File: config.mk
export PLATFORM = sky130hd
export DESIGN_NAME = ring_buffer_deque
export DESIGN_NICKNAME = d
export VERILOG_FILES = /design/src/design/rbd_pkg.sv /design/src/design/rbd_ram.sv /design/src/design/rbd_ctrl.sv /design/src/design/rbd_resp_stage.sv /design/src/design/ring_buffer_deque.sv
export SDC_FILE = /design/constraint.sdc
export NUM_CORES = 1
export LEC_CHECK = 0
export ABC_AREA = 1
export BUFFER_PORTS_ARGS = -buffer_cell sky130_fd_sc_hd__buf_2
export CORE_ASPECT_RATIO = 1.2
export CORE_MARGIN = 3
export CORE_UTILIZATION = 62
export DETAILED_ROUTE_END_ITERATION = 7
export GPL_TIMING_DRIVEN = 0
export PLACE_DENSITY = 0.8
export SYNTH_ARGS = -nofsm -noshare
export SYNTH_HDL_FRONTEND = slang
export SYNTH_HIERARCHICAL = 1
export SYNTH_SLANG_ARGS = --single-unit
File: constraint.sdc
create_clock -name clock -period 6.6 [get_ports clock]
set_input_delay 0 -clock clock [delete_from_list [all_inputs] [get_ports clock]]
set_output_delay 0 -clock clock [all_outputs]
set_load 0.01 [all_outputs]
File: src/design/rbd_pkg.sv
// ----------------------------------------------------------------------------
// rbd_pkg
// types and constants of the ring buffer deque
// ----------------------------------------------------------------------------
package rbd_pkg;

   localparam int DEPTH_DEFAULT      = 16;
   localparam int DATA_WIDTH_DEFAULT = 32;

   localparam int OPCODE_W = 3;
   localparam int ITEM_W   = 32;
   localparam int OFFSET_W = 4;
   localparam int STATUS_W = 2;
   localparam int CAP_W    = 5;

   typedef enum logic [OPCODE_W-1:0] {
      OP_PUSH_BACK  = 3'd0,
      OP_POP_FRONT  = 3'd1,
      OP_PEEK       = 3'd2,
      OP_PUSH_FRONT = 3'd3,
      OP_POP_BACK   = 3'd4
   } op_type;

   typedef enum logic [STATUS_W-1:0] {
      ST_OK     = 2'd0,
      ST_FULL   = 2'd1,
      ST_EMPTY  = 2'd2,
      ST_BOUNDS = 2'd3
   } status_type;

   typedef struct packed {
      status_type       status;
      logic             rd;
      logic [CAP_W-1:0] free;
   } s1_info_type;

endpackage

File: src/design/rbd_ram.sv
// ----------------------------------------------------------------------------
// rbd_ram
// single port ram with registered read data
// ----------------------------------------------------------------------------
module rbd_ram #(
   parameter int WIDTH = 32,
   parameter int DEPTH = 16
) (
   input  logic                     clock,
   input  logic                     we,
   input  logic                     re,
   input  logic [$clog2(DEPTH)-1:0] addr,
   input  logic [WIDTH-1:0]         wdata,
   output logic [WIDTH-1:0]         rdata
);

   logic [WIDTH-1:0] mem_ff [DEPTH];
   logic [WIDTH-1:0] rdata_ff;

   always_ff @(posedge clock) begin
      if (we) begin
         mem_ff[addr] <= wdata;
      end
      if (re) begin
         rdata_ff <= mem_ff[addr];
      end
   end

   assign rdata = rdata_ff;

endmodule

File: src/design/rbd_ctrl.sv
// ----------------------------------------------------------------------------
// rbd_ctrl
// pointer and count state, operation decode, store access and first stage
// ----------------------------------------------------------------------------
module rbd_ctrl
   import rbd_pkg::*;
#(
   parameter int DEPTH      = DEPTH_DEFAULT,
   parameter int DATA_WIDTH = DATA_WIDTH_DEFAULT
) (
   input  logic                     clock,
   input  logic                     reset,
   input  logic                     csr_valid,
   input  logic [CAP_W-1:0]         csr_value,
   input  logic                     req_valid,
   output logic                     req_ready,
   input  logic [OPCODE_W-1:0]      req_opcode,
   input  logic [ITEM_W-1:0]        req_item_value,
   input  logic [OFFSET_W-1:0]      req_offset,
   input  logic                     take,
   output logic                     s1_valid,
   output s1_info_type              s1_info,
   output logic                     ram_we,
   output logic                     ram_re,
   output logic [$clog2(DEPTH)-1:0] ram_addr,
   output logic [DATA_WIDTH-1:0]    ram_wdata
);

   localparam int CAP_RESET = (DEPTH < 16) ? DEPTH : 16;
   localparam int ADDR_W    = $clog2(DEPTH);

   function automatic logic [CAP_W-1:0] wrap_add(input logic [CAP_W-1:0] a,
                                                 input logic [CAP_W-1:0] b,
                                                 input logic [CAP_W-1:0] cap);
      logic [CAP_W:0] s;
      s = {1'b0, a} + {1'b0, b};
      if (s >= {1'b0, cap}) begin
         s = s - {1'b0, cap};
      end
      return s[CAP_W-1:0];
   endfunction

   logic [CAP_W-1:0] cap_ff;
   logic [CAP_W-1:0] front_ff, front_in;
   logic [CAP_W-1:0] cnt_ff, cnt_in;
   logic             s1_valid_ff;
   s1_info_type      s1_info_ff, s1_info_in;
   logic [CAP_W-1:0] cap_sat;
   logic [CAP_W-1:0] idx;
   logic             accept;
   logic             full;
   logic             empty;
   logic             we_op;
   logic             re_op;
   op_type           op;

   assign req_ready = !s1_valid_ff || take;
   assign accept    = req_valid && req_ready;
   assign full      = (cnt_ff >= cap_ff);
   assign empty     = (cnt_ff == '0);
   assign op        = op_type'(req_opcode);

   always_comb begin
      cap_sat = csr_value;
      if (csr_value == '0) begin
         cap_sat = CAP_W'(1);
      end else if (32'(csr_value) > DEPTH) begin
         cap_sat = CAP_W'(DEPTH);
      end
   end

   always_comb begin
      s1_info_in.status = ST_OK;
      s1_info_in.rd     = 1'b0;
      front_in          = front_ff;
      cnt_in            = cnt_ff;
      idx               = front_ff;
      we_op             = 1'b0;
      re_op             = 1'b0;
      unique case (op)
         OP_PUSH_BACK: begin
            if (full) begin
               s1_info_in.status = ST_FULL;
            end else begin
               idx    = wrap_add(front_ff, cnt_ff, cap_ff);
               we_op  = 1'b1;
               cnt_in = cnt_ff + 1'b1;
            end
         end
         OP_POP_FRONT: begin
            if (empty) begin
               s1_info_in.status = ST_EMPTY;
            end else begin
               re_op         = 1'b1;
               s1_info_in.rd = 1'b1;
               cnt_in        = cnt_ff - 1'b1;
               front_in      = wrap_add(front_ff, CAP_W'(1), cap_ff);
            end
         end
         OP_PEEK: begin
            if (CAP_W'(req_offset) >= cnt_ff) begin
               s1_info_in.status = ST_BOUNDS;
            end else begin
               idx           = wrap_add(front_ff, CAP_W'(req_offset), cap_ff);
               re_op         = 1'b1;
               s1_info_in.rd = 1'b1;
            end
         end
         OP_PUSH_FRONT: begin
            if (full) begin
               s1_info_in.status = ST_FULL;
            end else begin
               idx      = (front_ff == '0) ? cap_ff - 1'b1 : front_ff - 1'b1;
               we_op    = 1'b1;
               front_in = idx;
               cnt_in   = cnt_ff + 1'b1;
            end
         end
         OP_POP_BACK: begin
            if (empty) begin
               s1_info_in.status = ST_EMPTY;
            end else begin
               idx           = wrap_add(front_ff, cnt_ff - 1'b1, cap_ff);
               re_op         = 1'b1;
               s1_info_in.rd = 1'b1;
               cnt_in        = cnt_ff - 1'b1;
            end
         end
         default: begin
         end
      endcase
      s1_info_in.free = cap_ff - cnt_in;
   end

   assign ram_we    = accept && we_op;
   assign ram_re    = accept && re_op;
   assign ram_addr  = ADDR_W'(idx);
   assign ram_wdata = DATA_WIDTH'(req_item_value);

   always_ff @(posedge clock) begin
      if (reset) begin
         cap_ff      <= CAP_W'(CAP_RESET);
         front_ff    <= '0;
         cnt_ff      <= '0;
         s1_valid_ff <= 1'b0;
      end else begin
         if (csr_valid) begin
            cap_ff   <= cap_sat;
            front_ff <= '0;
            cnt_ff   <= '0;
         end else if (accept) begin
            front_ff <= front_in;
            cnt_ff   <= cnt_in;
         end
         if (accept) begin
            s1_valid_ff <= 1'b1;
         end else if (take) begin
            s1_valid_ff <= 1'b0;
         end
      end
   end

   always_ff @(posedge clock) begin
      if (accept) begin
         s1_info_ff <= s1_info_in;
      end
   end

   assign s1_valid = s1_valid_ff;
   assign s1_info  = s1_info_ff;

endmodule

File: src/design/rbd_resp_stage.sv
// ----------------------------------------------------------------------------
// rbd_resp_stage
// response register, merges store read data with status and free count
// ----------------------------------------------------------------------------
module rbd_resp_stage
   import rbd_pkg::*;
#(
   parameter int DATA_WIDTH = DATA_WIDTH_DEFAULT
) (
   input  logic                  clock,
   input  logic                  reset,
   input  logic                  s1_valid,
   input  s1_info_type           s1_info,
   input  logic [DATA_WIDTH-1:0] ram_rdata,
   output logic                  take,
   output logic                  rsp_valid,
   input  logic                  rsp_ready,
   output logic [STATUS_W-1:0]   rsp_status,
   output logic [ITEM_W-1:0]     rsp_item_out,
   output logic [CAP_W-1:0]      rsp_free_slots
);

   logic              valid_ff;
   status_type        status_ff;
   logic [ITEM_W-1:0] item_ff, item_in;
   logic [CAP_W-1:0]  free_ff;

   assign take    = !valid_ff || rsp_ready;
   assign item_in = s1_info.rd ? ITEM_W'(ram_rdata) : '0;

   always_ff @(posedge clock) begin
      if (reset) begin
         valid_ff <= 1'b0;
      end else if (take) begin
         valid_ff <= s1_valid;
      end
   end

   always_ff @(posedge clock) begin
      if (take && s1_valid) begin
         status_ff <= s1_info.status;
         item_ff   <= item_in;
         free_ff   <= s1_info.free;
      end
   end

   assign rsp_valid      = valid_ff;
   assign rsp_status     = status_ff;
   assign rsp_item_out   = item_ff;
   assign rsp_free_slots = free_ff;

endmodule

File: src/design/ring_buffer_deque.sv
// ----------------------------------------------------------------------------
// ring_buffer_deque
// circular double ended queue with configurable active capacity
// ----------------------------------------------------------------------------
//   channel   direction   handshake               payload
//   req       in          req_valid / req_ready   opcode, item_value, offset
//   rsp       out         rsp_valid / rsp_ready   status, item_out, free_slots
//   csr       in          csr_valid / csr_ready   active_capacity
//
// one request per cycle sustained while rsp_ready stays high, the response passes
// the registered read port of the slot store and first stage, then the response stage
// reset empties the queue and sets capacity to the smaller of DEPTH and 16
// store content is undefined after reset, no clearing pass
// a stalled response holds both stages, and drops req_ready once the first stage is full
// ----------------------------------------------------------------------------
module ring_buffer_deque
   import rbd_pkg::*;
#(
   parameter int DEPTH      = DEPTH_DEFAULT,
   parameter int DATA_WIDTH = DATA_WIDTH_DEFAULT
) (
   input  logic                clock,
   input  logic                reset,
   input  logic                csr_valid,
   output logic                csr_ready,
   input  logic [CAP_W-1:0]    csr_active_capacity,
   input  logic                req_valid,
   output logic                req_ready,
   input  logic [OPCODE_W-1:0] req_opcode,
   input  logic [ITEM_W-1:0]   req_item_value,
   input  logic [OFFSET_W-1:0] req_offset,
   output logic                rsp_valid,
   input  logic                rsp_ready,
   output logic [STATUS_W-1:0] rsp_status,
   output logic [ITEM_W-1:0]   rsp_item_out,
   output logic [CAP_W-1:0]    rsp_free_slots
);

   logic                     take;
   logic                     s1_valid;
   s1_info_type              s1_info;
   logic                     ram_we;
   logic                     ram_re;
   logic [$clog2(DEPTH)-1:0] ram_addr;
   logic [DATA_WIDTH-1:0]    ram_wdata;
   logic [DATA_WIDTH-1:0]    ram_rdata;

   assign csr_ready = 1'b1;

   rbd_ctrl #(
      .DEPTH      (DEPTH),
      .DATA_WIDTH (DATA_WIDTH)
   ) u_ctrl (
      .clock          (clock),
      .reset          (reset),
      .csr_valid      (csr_valid),
      .csr_value      (csr_active_capacity),
      .req_valid      (req_valid),
      .req_ready      (req_ready),
      .req_opcode     (req_opcode),
      .req_item_value (req_item_value),
      .req_offset     (req_offset),
      .take           (take),
      .s1_valid       (s1_valid),
      .s1_info        (s1_info),
      .ram_we         (ram_we),
      .ram_re         (ram_re),
      .ram_addr       (ram_addr),
      .ram_wdata      (ram_wdata)
   );

   rbd_ram #(
      .WIDTH (DATA_WIDTH),
      .DEPTH (DEPTH)
   ) u_slot_store (
      .clock (clock),
      .we    (ram_we),
      .re    (ram_re),
      .addr  (ram_addr),
      .wdata (ram_wdata),
      .rdata (ram_rdata)
   );

   rbd_resp_stage #(
      .DATA_WIDTH (DATA_WIDTH)
   ) u_resp (
      .clock          (clock),
      .reset          (reset),
      .s1_valid       (s1_valid),
      .s1_info        (s1_info),
      .ram_rdata      (ram_rdata),
      .take           (take),
      .rsp_valid      (rsp_valid),
      .rsp_ready      (rsp_ready),
      .rsp_status     (rsp_status),
      .rsp_item_out   (rsp_item_out),
      .rsp_free_slots (rsp_free_slots)
   );

endmodule

==> metrics.yaml <==
areaGrowthSynthToFinish_pct: 13.89
grt_setup_unrepaired: "false"
min_path_type: "in -> reg"
cts_setup_buffers: 0
grt_pass1_vias: 20560
startpoint_type: "flop"
synth.distinct_cells: 41
core_um2: 44140
cp_slowest_stage_delay_ps: 750
gp_congestion: 0.8861
viasPerCell: 5.630
antenna_left: 0
netlist_top_cells_area: "edfxtp_1 (64%), nand2_1 (21%), inv_1 (2.7%)"
wirelength_mm: 72.33
ir_worst_vdd_mv: 0.2550
synth.cell_area_um2: 27950
dr.first_iter.drc_count: 2032
cts_buffer_depth: 3
crit_top_cell: "nand2_1"
pwr_density_cell_nw_per_um2: 276.2
num_rows: 84
drive_gt1_share_pct: 10.71
hpwl_mm: 48.20
worst_slew_pin_slew_ps: 886.3
cp_max_fo: 17
cts_hold_buf: 56
ys_ff_latch: 608
leakagePower_nw: 14.06
slew_headroom_pct: 40.78
route.detailed.drc: 0
die_width_um: 199.8
htreeDepth: 2
slew_violations: 0
synth.avg_cell_area_um2: 9.921
postCtsResizedCells: 0
io_buffers: 57
grt_pass1_wl_mm: 109.7
worstPathArrival_ps: 6520
nets: 3115
setup-violations-final: 0
clock_latency_ps: 630
max_freq_mhz: 161.4
period_share_pct: 93.90
maxCapViolCount: 0
grt_overflow: 0
required_ps: 6920
cts.sinks: 608
min_period_ps: 6197
grtUsageTotal_pct: 30.45
antenna_found_initial: 0
cp-end-kind: "flop"
hold_viol: 0
cts_tree: "yes"
setup_tns_ps: 0
dr.pass1.iters: 6
yosysSeqAreaShare_pct: 64.72
cp_slowest_cell: "nor2_4"
root_buffer: "clkbuf_16"
final_util_pct: 72.11
start_util_pct: 63.31
final_cell_mix: "nand2_1 (1,548), edfxtp_1 (591), inv_1 (201)"
antenna-diode-count: 0
die_h_um: 238.6
wl_per_cell_um: 20.02
pin_count: 91
run_status: "complete, no violations"
finClkSkew_ps: 24.45
cts_inserted_buffers: 56
synthCells: 2817
clk_pin_slew_ps: 60
synth_top_area_share_pct: 63.50
layout_commonest_cell: "nand2_1"
dieArea_um2: 47670
yosys_warnings: 6
yosys.area.top_type: "edfxtp_1"
grt_max_degree: 27
routed-via-count: 20340
synth_nets: 2926
rrSetupSlack_ps: 400
critPathKind: "reg -> reg"
==> flip-flops by register name, summed over array words and instances (netlist names), 2 cells and up <==
name	flops
u_ctrl/front_ff	5
u_ctrl/s1_info	8
u_slot_store/mem_ff	512
u_resp/rsp_status	2
u_slot_store/rdata	32
u_resp/rsp_free_slots	5
u_resp/rsp_item_out	32
u_ctrl/cap_ff	5
u_ctrl/cnt_ff	5
==> worst paths after layout <==
| kind | from | endpoint | cells after the start |
|---|---|---|---|
| max reg2reg | u_ctrl/cnt_ff[0] | u_slot_store/mem_ff[5][16] | 27 |
| min reg2reg | u_ctrl/s1_info[0] | u_resp/rsp_free_slots[0] | 0 |
| min | req_opcode[0] | u_ctrl/s1_info[6] | 4 |
| max | u_ctrl/cnt_ff[0] | u_slot_store/mem_ff[5][16] | 27 |
==> final cells by class <==
class | count | area (µm²)
plain buffers | 141 | 1011
clock buffers | 68 | 1468
inverters | 206 | 778.2
clock inverters | 38 | 305.3
repair buffers | 131 | 1266
well taps | 559 | 699.4
multi-input cells | 1862 | 8214
fillers | 2927 | 12310
flip-flops and latches | 608 | 18090
==> where the power goes <==
part | switching [mW] | internal [mW]
sequential | 0.0230 | 4.32
clock | 1.40 | 1.71
combinational | 0.934 | 0.407
total | 2.35 | 6.44
==> per-stage QoR <==
| stage | hold slack, ps | power [mW] | cell area [µm²] | worst slack [ps] | cells |
|---|---|---|---|---|---|
| final | 74.28 | 8.791 | 31830 | 402.7 | 3613 |
| after global routing | 70.17 | 9.113 | 31830 | 70.53 | 3613 |
| after CTS | 24.17 | 8.807 | 31830 | 528.5 | 3613 |
| after detailed placement | 211.4 | 5.706 | 29500 | 553.2 | 3451 |
| after global placement | 198.7 | 5.634 | 28930 | -1128 | 3433 |
| after floorplan | 69.07 | 5.277 | 27950 | 1380 | 2817 |
==> Yosys cell counts <==
cell type,instances
xnor2_1,7
o21ai_1,3
nand3_1,53
o22ai_1,4
buf_1,6
buf_2,43
nor2_1,56
a21boi_0,1
a21boi_1,1
or2_1,1
conb_1,1
inv_6,1
ha_1,52
o21ai_0,20
o21ai_2,3
buf_8,1
inv_1,201
nor3_2,1
nor2_2,4
dfxtp_1,17
inv_2,4
a31oi_1,4
nand2_2,7
nand4_1,16
nand2_1,1548
o211ai_1,3
clkbuf_1,10
o21bai_1,1
a21oi_2,3
edfxtp_1,591
fa_1,8
xor2_1,20
nand3b_1,2
o211ai_2,1
buf_6,30
buf_4,51
xor2_2,1
nand4_2,1
a21oi_1,35
nor2_4,4
nand3_2,1
==> worst max-delay path: cells and delay by family, from the launching register on <==
| kind | cells | cell delay, ps |
|---|---|---|
| compound gates | 1 | 150 |
| buf+inv | 9 | 1770 |
| simple gates | 12 | 2090 |
| flops | 1 | 530 |
| fa+ha+maj | 3 | 960 |
| xor+xnor | 2 | 390 |
==> metal layers <==
layer / up-vias / routed length [µm] / GRT usage [%]
li1: 9401 / - / -
met1: 9520 / 25680 / 36.28
met2: 1147 / 36210 / 53.25
met3: 272 / 6534 / 5.624
met4: 0 / 3903 / 15.00
met5: - / 0 / 0
==> cells by family after synthesis <==
kind of cell	after synthesis	share of synthesized area (%)
xor gates and xnor gates	28	0.9044
AOI/OAI and AO/OA	79	1.612
DFF	608	64.72
buffers and inverters	347	6.402
other	1	0.01342
adders and majority gates	60	2.901
and+or+nand+nor	1694	23.45
Note: power is estimated with default switching activity, not from simulation.
